**src/hw/rtl/lavg_pkg.sv**
```systemverilog
// Shared types and constants for the load average filter.
`default_nettype none
package lavg_pkg;

  localparam int FRAC_BITS  = 11;
  localparam int COUNT_W    = 8;
  localparam int LOAD_W     = 19;
  localparam int DECAY_W    = 12;
  localparam int INTERVAL_W = 16;
  localparam int CFG_IDX_W  = 2;
  localparam int CFG_DATA_W = 16;

  localparam logic [DECAY_W-1:0]    DECAY_ONE     = DECAY_W'(1 << FRAC_BITS);
  localparam logic [LOAD_W-1:0]     LOAD_MAX      = {LOAD_W{1'b1}};
  localparam logic [INTERVAL_W-1:0] INTERVAL_RST  = 16'd5000;
  localparam logic [DECAY_W-1:0]    DECAY_SHORT_RST  = 12'd1884;
  localparam logic [DECAY_W-1:0]    DECAY_MEDIUM_RST = 12'd2014;
  localparam logic [DECAY_W-1:0]    DECAY_LONG_RST   = 12'd2034;

  typedef enum logic [CFG_IDX_W-1:0] {
    CFG_SAMPLE_INTERVAL = 2'd0,
    CFG_DECAY_SHORT     = 2'd1,
    CFG_DECAY_MEDIUM    = 2'd2,
    CFG_DECAY_LONG      = 2'd3
  } cfg_idx_t;

  typedef struct packed {
    logic [INTERVAL_W-1:0] sample_interval;
    logic [DECAY_W-1:0]    decay_short;
    logic [DECAY_W-1:0]    decay_medium;
    logic [DECAY_W-1:0]    decay_long;
  } cfg_t;

endpackage
`default_nettype wire

```
**src/hw/rtl/lavg_tick_if.sv**
```systemverilog
// Request channel carrying the runnable task count of one tick.
`default_nettype none
interface lavg_tick_if;
  logic                          valid;
  logic                          ready;
  logic [lavg_pkg::COUNT_W-1:0]  active_count;

  modport source (output valid, output active_count, input ready);
  modport sink   (input valid, input active_count, output ready);
endinterface
`default_nettype wire

```
**src/hw/rtl/lavg_load_if.sv**
```systemverilog
// Result channel carrying the three load averages and the updated flag.
`default_nettype none
interface lavg_load_if;
  logic                         valid;
  logic                         ready;
  logic [lavg_pkg::LOAD_W-1:0]  load_one;
  logic [lavg_pkg::LOAD_W-1:0]  load_five;
  logic [lavg_pkg::LOAD_W-1:0]  load_fifteen;
  logic                         updated;

  modport source (output valid, output load_one, output load_five,
                  output load_fifteen, output updated, input ready);
  modport sink   (input valid, input load_one, input load_five,
                  input load_fifteen, input updated, output ready);
endinterface
`default_nettype wire

```
**src/hw/rtl/load_average_filter_core.sv**
```systemverilog
// Top level of the load average filter.
// Takes one tick request per cycle unless the result channel stalls: the task count
// is caught in an input register, and the seed or decay update of the three
// averages and the prescaler is worked out from that register into the state and
// the result register. The state update loop sets the rate.
// Configuration writes take effect on the next cycle and are meant for idle times.
`default_nettype none
module load_average_filter_core (
  input  wire logic                              clk,
  input  wire logic                              rst,
  lavg_tick_if.sink                              tick,
  lavg_load_if.source                            load,
  input  wire logic                              cfg_we,
  input  wire logic [lavg_pkg::CFG_IDX_W-1:0]    cfg_index,
  input  wire logic [lavg_pkg::CFG_DATA_W-1:0]   cfg_data
);

  lavg_pkg::cfg_t cfg;

  logic                                in_valid;
  logic [lavg_pkg::COUNT_W-1:0]        in_count;
  logic                                adv;

  logic                                seeded;
  logic [lavg_pkg::INTERVAL_W-1:0]     tick_counter;
  logic [lavg_pkg::LOAD_W-1:0]         avg_short;
  logic [lavg_pkg::LOAD_W-1:0]         avg_medium;
  logic [lavg_pkg::LOAD_W-1:0]         avg_long;

  logic [lavg_pkg::INTERVAL_W:0]       count_inc;
  logic [lavg_pkg::INTERVAL_W-1:0]     interval;
  logic                                hit;
  logic [lavg_pkg::LOAD_W-1:0]         seed;
  logic [lavg_pkg::LOAD_W-1:0]         dec_short;
  logic [lavg_pkg::LOAD_W-1:0]         dec_medium;
  logic [lavg_pkg::LOAD_W-1:0]         dec_long;
  logic [lavg_pkg::LOAD_W-1:0]         avg_short_next;
  logic [lavg_pkg::LOAD_W-1:0]         avg_medium_next;
  logic [lavg_pkg::LOAD_W-1:0]         avg_long_next;
  logic [lavg_pkg::INTERVAL_W-1:0]     tick_counter_next;
  logic                                updated_next;

  lavg_cfg u_cfg (
    .clk       (clk),
    .rst       (rst),
    .cfg_we    (cfg_we),
    .cfg_index (cfg_index),
    .cfg_data  (cfg_data),
    .cfg       (cfg)
  );

  lavg_decay u_decay_short (
    .load      (avg_short),
    .decay     (cfg.decay_short),
    .count     (in_count),
    .load_next (dec_short)
  );

  lavg_decay u_decay_medium (
    .load      (avg_medium),
    .decay     (cfg.decay_medium),
    .count     (in_count),
    .load_next (dec_medium)
  );

  lavg_decay u_decay_long (
    .load      (avg_long),
    .decay     (cfg.decay_long),
    .count     (in_count),
    .load_next (dec_long)
  );

  assign adv        = in_valid && (!load.valid || load.ready);
  assign tick.ready = !in_valid || adv;

  // Input register
  always_ff @(posedge clk) begin
    if (rst) begin
      in_valid <= 1'b0;
    end else if (tick.ready) begin
      in_valid <= tick.valid;
    end
  end

  always_ff @(posedge clk) begin
    if (tick.valid && tick.ready) begin
      in_count <= tick.active_count;
    end
  end

  always_comb begin
    count_inc = {1'b0, tick_counter} + 1'b1;
    interval  = (cfg.sample_interval == '0) ? lavg_pkg::INTERVAL_W'(1)
                                            : cfg.sample_interval;
    hit       = count_inc >= {1'b0, interval};
    seed      = {in_count, {lavg_pkg::FRAC_BITS{1'b0}}};

    avg_short_next    = avg_short;
    avg_medium_next   = avg_medium;
    avg_long_next     = avg_long;
    tick_counter_next = tick_counter;
    updated_next      = 1'b0;
    if (!seeded) begin
      avg_short_next  = seed;
      avg_medium_next = seed;
      avg_long_next   = seed;
      updated_next    = 1'b1;
    end else if (hit) begin
      avg_short_next    = dec_short;
      avg_medium_next   = dec_medium;
      avg_long_next     = dec_long;
      tick_counter_next = '0;
      updated_next      = 1'b1;
    end else begin
      tick_counter_next = count_inc[lavg_pkg::INTERVAL_W-1:0];
    end
  end

  // Filter state
  always_ff @(posedge clk) begin
    if (rst) begin
      seeded       <= 1'b0;
      tick_counter <= '0;
      avg_short    <= '0;
      avg_medium   <= '0;
      avg_long     <= '0;
    end else if (adv) begin
      seeded       <= 1'b1;
      tick_counter <= tick_counter_next;
      avg_short    <= avg_short_next;
      avg_medium   <= avg_medium_next;
      avg_long     <= avg_long_next;
    end
  end

  // Result register
  always_ff @(posedge clk) begin
    if (rst) begin
      load.valid <= 1'b0;
    end else if (adv) begin
      load.valid <= 1'b1;
    end else if (load.ready) begin
      load.valid <= 1'b0;
    end
  end

  always_ff @(posedge clk) begin
    if (adv) begin
      load.load_one     <= avg_short_next;
      load.load_five    <= avg_medium_next;
      load.load_fifteen <= avg_long_next;
      load.updated      <= updated_next;
    end
  end

  a_seed_equal: assert property (@(posedge clk) disable iff (rst)
    (adv && !seeded) |=> (avg_short == avg_medium && avg_medium == avg_long))
    else $error("averages differ after seeding");

  a_hit_clears: assert property (@(posedge clk) disable iff (rst)
    (adv && seeded && hit) |=> (tick_counter == '0 && load.updated))
    else $error("prescaler not cleared on update");

  a_adv_result: assert property (@(posedge clk) disable iff (rst)
    adv |=> load.valid)
    else $error("result lost after advance");

  a_seeded_holds: assert property (@(posedge clk) disable iff (rst)
    !$fell(seeded))
    else $error("seeded flag dropped without reset");

endmodule
`default_nettype wire

```
**src/hw/rtl/lavg_cfg.sv**
```systemverilog
// Configuration registers of the load average filter.
`default_nettype none
module lavg_cfg (
  input  wire logic                                clk,
  input  wire logic                                rst,
  input  wire logic                                cfg_we,
  input  wire logic [lavg_pkg::CFG_IDX_W-1:0]      cfg_index,
  input  wire logic [lavg_pkg::CFG_DATA_W-1:0]     cfg_data,
  output lavg_pkg::cfg_t                           cfg
);

  lavg_pkg::cfg_idx_t idx;

  assign idx = lavg_pkg::cfg_idx_t'(cfg_index);

  always_ff @(posedge clk) begin
    if (rst) begin
      cfg.sample_interval <= lavg_pkg::INTERVAL_RST;
      cfg.decay_short     <= lavg_pkg::DECAY_SHORT_RST;
      cfg.decay_medium    <= lavg_pkg::DECAY_MEDIUM_RST;
      cfg.decay_long      <= lavg_pkg::DECAY_LONG_RST;
    end else if (cfg_we) begin
      unique case (idx)
        lavg_pkg::CFG_SAMPLE_INTERVAL: begin
          cfg.sample_interval <= cfg_data[lavg_pkg::INTERVAL_W-1:0];
        end
        lavg_pkg::CFG_DECAY_SHORT: begin
          cfg.decay_short <= cfg_data[lavg_pkg::DECAY_W-1:0];
        end
        lavg_pkg::CFG_DECAY_MEDIUM: begin
          cfg.decay_medium <= cfg_data[lavg_pkg::DECAY_W-1:0];
        end
        lavg_pkg::CFG_DECAY_LONG: begin
          cfg.decay_long <= cfg_data[lavg_pkg::DECAY_W-1:0];
        end
        default: begin
        end
      endcase
    end
  end

endmodule
`default_nettype wire

```
**src/hw/rtl/lavg_decay.sv**
```systemverilog
// One exponential decay step of a load average.
`default_nettype none
module lavg_decay (
  input  wire logic [lavg_pkg::LOAD_W-1:0]   load,
  input  wire logic [lavg_pkg::DECAY_W-1:0]  decay,
  input  wire logic [lavg_pkg::COUNT_W-1:0]  count,
  output      logic [lavg_pkg::LOAD_W-1:0]   load_next
);

  localparam int PROD_W = lavg_pkg::LOAD_W + lavg_pkg::DECAY_W;
  localparam int ACC_W  = PROD_W + 1;
  localparam int RES_W  = ACC_W - lavg_pkg::FRAC_BITS;

  logic [lavg_pkg::DECAY_W-1:0]                     d;
  logic [lavg_pkg::DECAY_W-1:0]                     wd;
  logic [PROD_W-1:0]                                old_part;
  logic [lavg_pkg::COUNT_W+lavg_pkg::DECAY_W-1:0]   new_part;
  logic [ACC_W-1:0]                                 acc;
  logic [RES_W-1:0]                                 res;

  always_comb begin
    d        = (decay > lavg_pkg::DECAY_ONE) ? lavg_pkg::DECAY_ONE : decay;
    wd       = lavg_pkg::DECAY_ONE - d;
    old_part = PROD_W'(load) * PROD_W'(d);
    new_part = (lavg_pkg::COUNT_W + lavg_pkg::DECAY_W)'(count) *
               (lavg_pkg::COUNT_W + lavg_pkg::DECAY_W)'(wd);
    acc      = ACC_W'(old_part)
             + (ACC_W'(new_part) << lavg_pkg::FRAC_BITS)
             + (ACC_W'(1) << (lavg_pkg::FRAC_BITS - 1));
    res      = acc[ACC_W-1:lavg_pkg::FRAC_BITS];
    load_next = (res > RES_W'(lavg_pkg::LOAD_MAX)) ? lavg_pkg::LOAD_MAX
                                                   : res[lavg_pkg::LOAD_W-1:0];
  end

endmodule
`default_nettype wire
```
**src/flat_wrapper.sv**
```systemverilog
// flat-port wrapper written by rule: the top's interface ports become plain ports
module load_average_filter_core_flat 
  (clk, rst, cfg_we, cfg_index, cfg_data, tick_valid, tick_active_count, tick_ready, load_valid, load_load_one, load_load_five, load_load_fifteen, load_updated, load_ready);
  lavg_tick_if tick_i ();
  lavg_load_if load_i ();
  input  wire logic clk;
  input  wire logic rst;
  input  wire logic cfg_we;
  input  wire logic [lavg_pkg::CFG_IDX_W-1:0] cfg_index;
  input  wire logic [lavg_pkg::CFG_DATA_W-1:0] cfg_data;
  input wire logic [$bits(tick_i.valid)-1:0] tick_valid;
  input wire logic [$bits(tick_i.active_count)-1:0] tick_active_count;
  output wire logic [$bits(tick_i.ready)-1:0] tick_ready;
  output wire logic [$bits(load_i.valid)-1:0] load_valid;
  output wire logic [$bits(load_i.load_one)-1:0] load_load_one;
  output wire logic [$bits(load_i.load_five)-1:0] load_load_five;
  output wire logic [$bits(load_i.load_fifteen)-1:0] load_load_fifteen;
  output wire logic [$bits(load_i.updated)-1:0] load_updated;
  input wire logic [$bits(load_i.ready)-1:0] load_ready;
  assign tick_i.valid = tick_valid;
  assign tick_i.active_count = tick_active_count;
  assign tick_ready = tick_i.ready;
  assign load_valid = load_i.valid;
  assign load_load_one = load_i.load_one;
  assign load_load_five = load_i.load_five;
  assign load_load_fifteen = load_i.load_fifteen;
  assign load_updated = load_i.updated;
  assign load_i.ready = load_ready;
  load_average_filter_core u_core (.clk(clk), .rst(rst), .tick(tick_i), .load(load_i), .cfg_we(cfg_we), .cfg_index(cfg_index), .cfg_data(cfg_data));
endmodule
```
**config.mk**
```make
export PLATFORM = sky130hd
export DESIGN_NAME = load_average_filter_core_flat
export DESIGN_NICKNAME = d
export VERILOG_FILES = /design/src/hw/rtl/lavg_pkg.sv /design/src/hw/rtl/lavg_tick_if.sv /design/src/hw/rtl/lavg_load_if.sv /design/src/hw/rtl/load_average_filter_core.sv /design/src/hw/rtl/lavg_cfg.sv /design/src/hw/rtl/lavg_decay.sv /design/src/flat_wrapper.sv
export SDC_FILE = /design/constraint.sdc
export NUM_CORES = 2
export LEC_CHECK = 0
export BUFFER_PORTS_ARGS = -buffer_cell sky130_fd_sc_hd__buf_2
export CORE_UTILIZATION = 45
export CTS_CLUSTER_SIZE = 25
export DETAILED_ROUTE_END_ITERATION = 10
export GPL_ROUTABILITY_DRIVEN = 0
export RECOVER_POWER = 50
export SETUP_SLACK_MARGIN = 0.1
export SKIP_CTS_REPAIR_TIMING = 1
export SLEW_MARGIN = 20
export SYNTH_ARGS = -nofsm -noshare
export SYNTH_HDL_FRONTEND = slang
export SYNTH_SLANG_ARGS = --single-unit
```
**constraint.sdc**
```tcl
create_clock -name clk -period 29.7 [get_ports clk]
set_clock_uncertainty 0.15 [all_clocks]
set_input_delay 5.94 -clock clk [delete_from_list [all_inputs] [get_ports clk]]
set_output_delay 5.94 -clock clk [all_outputs]
set_load 0.02 [all_outputs]
```
==> metrics.md <==
| Metric | Value |
|---|---|
| LEAKAGE | 0.0204 uW |
| Final period util | 42.4% |
| Routed Antenna Nets | 0 |
| Most used cell, CP | buf_2 |
| RR Endpoint | u_core.load.load_one[14]$_DFFE_PP_ |
| Crit path cell chain | buf_2 > nor2b_1 > nand2_1 > buf_2 |
| Initial antenna violation count | 1 |
| Nets@finish | ~5800 |
| Arrival @ worst endpoint | 6.50 ns |
| Cell Area, Placed | 41800 um2 |
| Main synth FF type | dfxtp_1 |
| Mux cell area share after synthesis | 0.0807% |
| Final std cells w/o fill | 5806 |
| Vias per Instance | around 5.3 |
| CTS clock-pin slew for the worst setup and hold paths | 0.09 ns |
| Pin count of the biggest net entering global routing | 81 |
| Post-synthesis xor/xnor area fraction | 2.95% |
| Root Driver | clkbuf_16 |
| Area Overhead vs Synth | 5.10% |
| RSZ-0062 raised after global routing | no |
| Slowest CP cell | nor2b_1 |
| VDD IR max | 0.0949 mV |
| Warning count from the yosys run | 0 |
| Compound-Gate Fraction of Synth Area | roughly 8.4% |
| Multi-input gate area | 31400 um2 |
| Gr usage total | 23.9% |
| Io pins | 91 |
| # fillers | 8570 |
| Die height | 301 um |
| First-pass GRT wire length | 171 mm |
| Placed Instances | 5774 |
| 1st-iter DRT viols | 1827 |
| Setup TNS | 0 ns |
| WP data required | 23.61 ns |
| R2R cell count | 40 |
| Syn Nets | 5815 |
| Layout cells sized above 1 | 3.68% |
| Pre-antenna DRT Iters | 8 |
| CTS buffer count | 17 |
| Worst min path class | flop to flop |
| Port buffer count | 90 |
| Avg Inst Size Synth | 8.60 um2 |
| Top cell type's share of synthesized area | 37.2% |
| Worst R2R Start | u_core.u_cfg.cfg[24]$_SDFFE_PP0P_ |
| Post-DP HPWL | ~81 mm |
| Crit Path Class | input port to output pin |
| Setup crit end kind | output pin |
| Max-Cap Viols | 3 |
| CTS tree | yes |
| Synth Area in Simple Gates | between 10% and 20% |
| Initial Utilization | 45.6% |
| Ys async rst share | 0% |
| Number of synthesized flops with an enable pin | 66 |
| Antenna diodes | 0 |
| Critical path startpoint | load_ready |
| Slew Viols, Final | 158 |
| Die Width | 301 um |
| Final min period | around 13 ns |
| Synthesized area | 40300 um2 |
| Commonest cells post-synth | inv_1 (943), nand2_1 (830), fa_1 (750) |
| Post-route design area | 42400 um2 |
| Setup crit start kind | input port |
| CTS sink count | ~190 |
| Worst Path Max Fanout | 4 |
| Clock Path Buffers | 2 |
| Row Count | ~110 |
| Worst-margin pin slew | between 3 and 4 ns |
| DRC Markers | 6 |
| Vias in the first global route | 31500 |
| Sequential element share of the synthesized area | a little under an eighth |
| Fmax | approximately 79 MHz |
| Final hold vios | 0 |
| Top-count cell post-synth | inv_1 |
| Slew HR | -130% |
| Area contributors post-synth | fa_1 (37%), ha_1 (11%), inv_1 (8.8%) |
| Synth cell types | a little over 80 |
| Final wirelength | 104 mm |
| Yosys top cell by area | fa_1 |
| H-tree levels | 4 |
| Vias post-DR | 30600 |
| PwrDens | 63.7 nW/um2 |
| Total die area | 90800 um2 |
| Slowest cell delay on critical path | roughly 0.20 ns |
| Total power | 2700 uW |
| R2R setup slack | about 18 ns |
| Status | finished, violations left |
| Reg area | 4550 um2 |
| Largest family of logic cells by synthesized area | adder cells |
| DR WL/cell | 17.9 um |
| Number of standard cells after synthesis | 4690 |
| CP endpoint | tick_ready |
| Core region area | 88500 um2 |
| Total congestion overflow | 0 |
| FF+latch count, synth | 194 |
| Post-synthesis adder-cell area fraction | 47.9% |
| Later-pin clock latency in the skew report | ~0.51 ns |
| # setup viols final | 0 |
| Failing checks | design-rule violations, max-capacitance violations, max-slew violations |
## flip-flops by register name, indices dropped and copies added, names as in the netlist
name and flops:
u_core.load.load_five 19, u_core.tick_counter 16, u_core.avg_long 19, u_core.load.load_fifteen 19, u_core.avg_medium 19, u_core.in_valid 1, u_core.u_cfg.cfg 52, u_core.avg_short 19
u_core.in_count 8, u_core.load.valid 1, u_core.seeded 1, u_core.load.load_one 19, u_core.load.updated 1
## cells in the final DEF, fill, tap and decap left out, drive strengths merged, types with 7 or more instances in the layout
cell / n
a211o: 7
a211oi: 17
a21o: 32
a21oi: 150
a311oi: 7
a31oi: 19
and2: 329
and3: 28
buf: 88
clkbuf: 79
dfxtp: 128
edfxtp: 66
fa: 750
ha: 344
inv: 952
nand2: 830
nand2b: 32
nand3: 38
nand3b: 33
nand4: 8
nor2: 127
nor2b: 38
nor3: 47
nor4: 8
o2111ai: 7
o21a: 14
o21ai: 145
o21bai: 18
o221a: 12
o311ai: 12
o31ai: 14
or3: 26
xnor2: 89
xor2: 47
## metrics by stage
stage / setup slack (ns) / hold WS, ns / util (%)
2_1_floorplan: 17.32 / 0.283 / -
3_3_place_gp: 17.12 / 0.300 / 47.3
3_5_place_dp: 17.13 / 0.310 / 47.3
4_1_cts: 17.12 / 0.323 / 48.0
5_1_grt: 17.04 / 0.345 / 47.9
6_report: 17.11 / 0.321 / 47.9
## layer usage
layer,vias to the layer above,wire length [um],part of all wire [%],GRT usage (%)
met5,-,90,0.087,0.582
met4,4,2540,2.4,6.78
met3,117,5800,5.6,3.52
met2,720,47700,46,38.4
met1,15500,47600,46,33.5
li1,14300,-,-,-
## worst max-delay path: cells and delay by family
kind / cells / cell delay (ns)
buffers and inverters: 2 / 0.26
AND/OR/NAND/NOR: 2 / 0.29
## cell families (layout without fill, tap and decap cells)
logic type / after synthesis / in the layout
adders and majority gates: 1094 / 1094
xor gates and xnor gates: 136 / 136
muxes: 3 / 3
DFF: 194 / 194
buffers and inverters: 1174 / 1125
and+or+nand+nor: 1569 / 1569
AOI/OAI and AO/OA: 520 / 520
## power by group
part / switching (uW) / internal (uW) / total, uW / leakage [uW]
combinational: 1270 / 864 / 2140 / 0.0185
clock: 143 / 118 / 261 / 0.000305
sequential: 19.2 / 285 / 304 / 0.00166
total: 1430 / 1270 / 2700 / 0.0204
## worst min path at each step
stage	startpoint	slack (ns)	end	depth (start not counted)
5_1_grt	u_core.u_cfg.cfg[12]$_SDFFE_PP0P_	0.34	u_core.u_cfg.cfg[12]$_SDFFE_PP0P_	2
6_report	u_core.u_cfg.cfg[36]$_SDFFE_PP0P_	0.32	u_core.u_cfg.cfg[36]$_SDFFE_PP0P_	2
3_3_place_gp	u_core.u_cfg.cfg[6]$_SDFFE_PP1P_	0.30	u_core.u_cfg.cfg[6]$_SDFFE_PP1P_	2
2_1_floorplan	u_core.u_cfg.cfg[6]$_SDFFE_PP1P_	0.28	u_core.u_cfg.cfg[6]$_SDFFE_PP1P_	2
3_5_place_dp	u_core.u_cfg.cfg[36]$_SDFFE_PP0P_	0.31	u_core.u_cfg.cfg[36]$_SDFFE_PP0P_	2
4_1_cts	u_core.u_cfg.cfg[36]$_SDFFE_PP0P_	0.32	u_core.u_cfg.cfg[36]$_SDFFE_PP0P_	2
## area by class of cell
cell class              count  share of cell area (%)
repair buffers            150                    1.93
inverters                 943                    8.35
flip-flops and latches    194                    10.7
well taps                1165                    3.44
clock buffers              17                    1.00
multi-input cells        3322                    74.0
clock inverters            15                   0.499
Power figures use the tool's default switching activity.
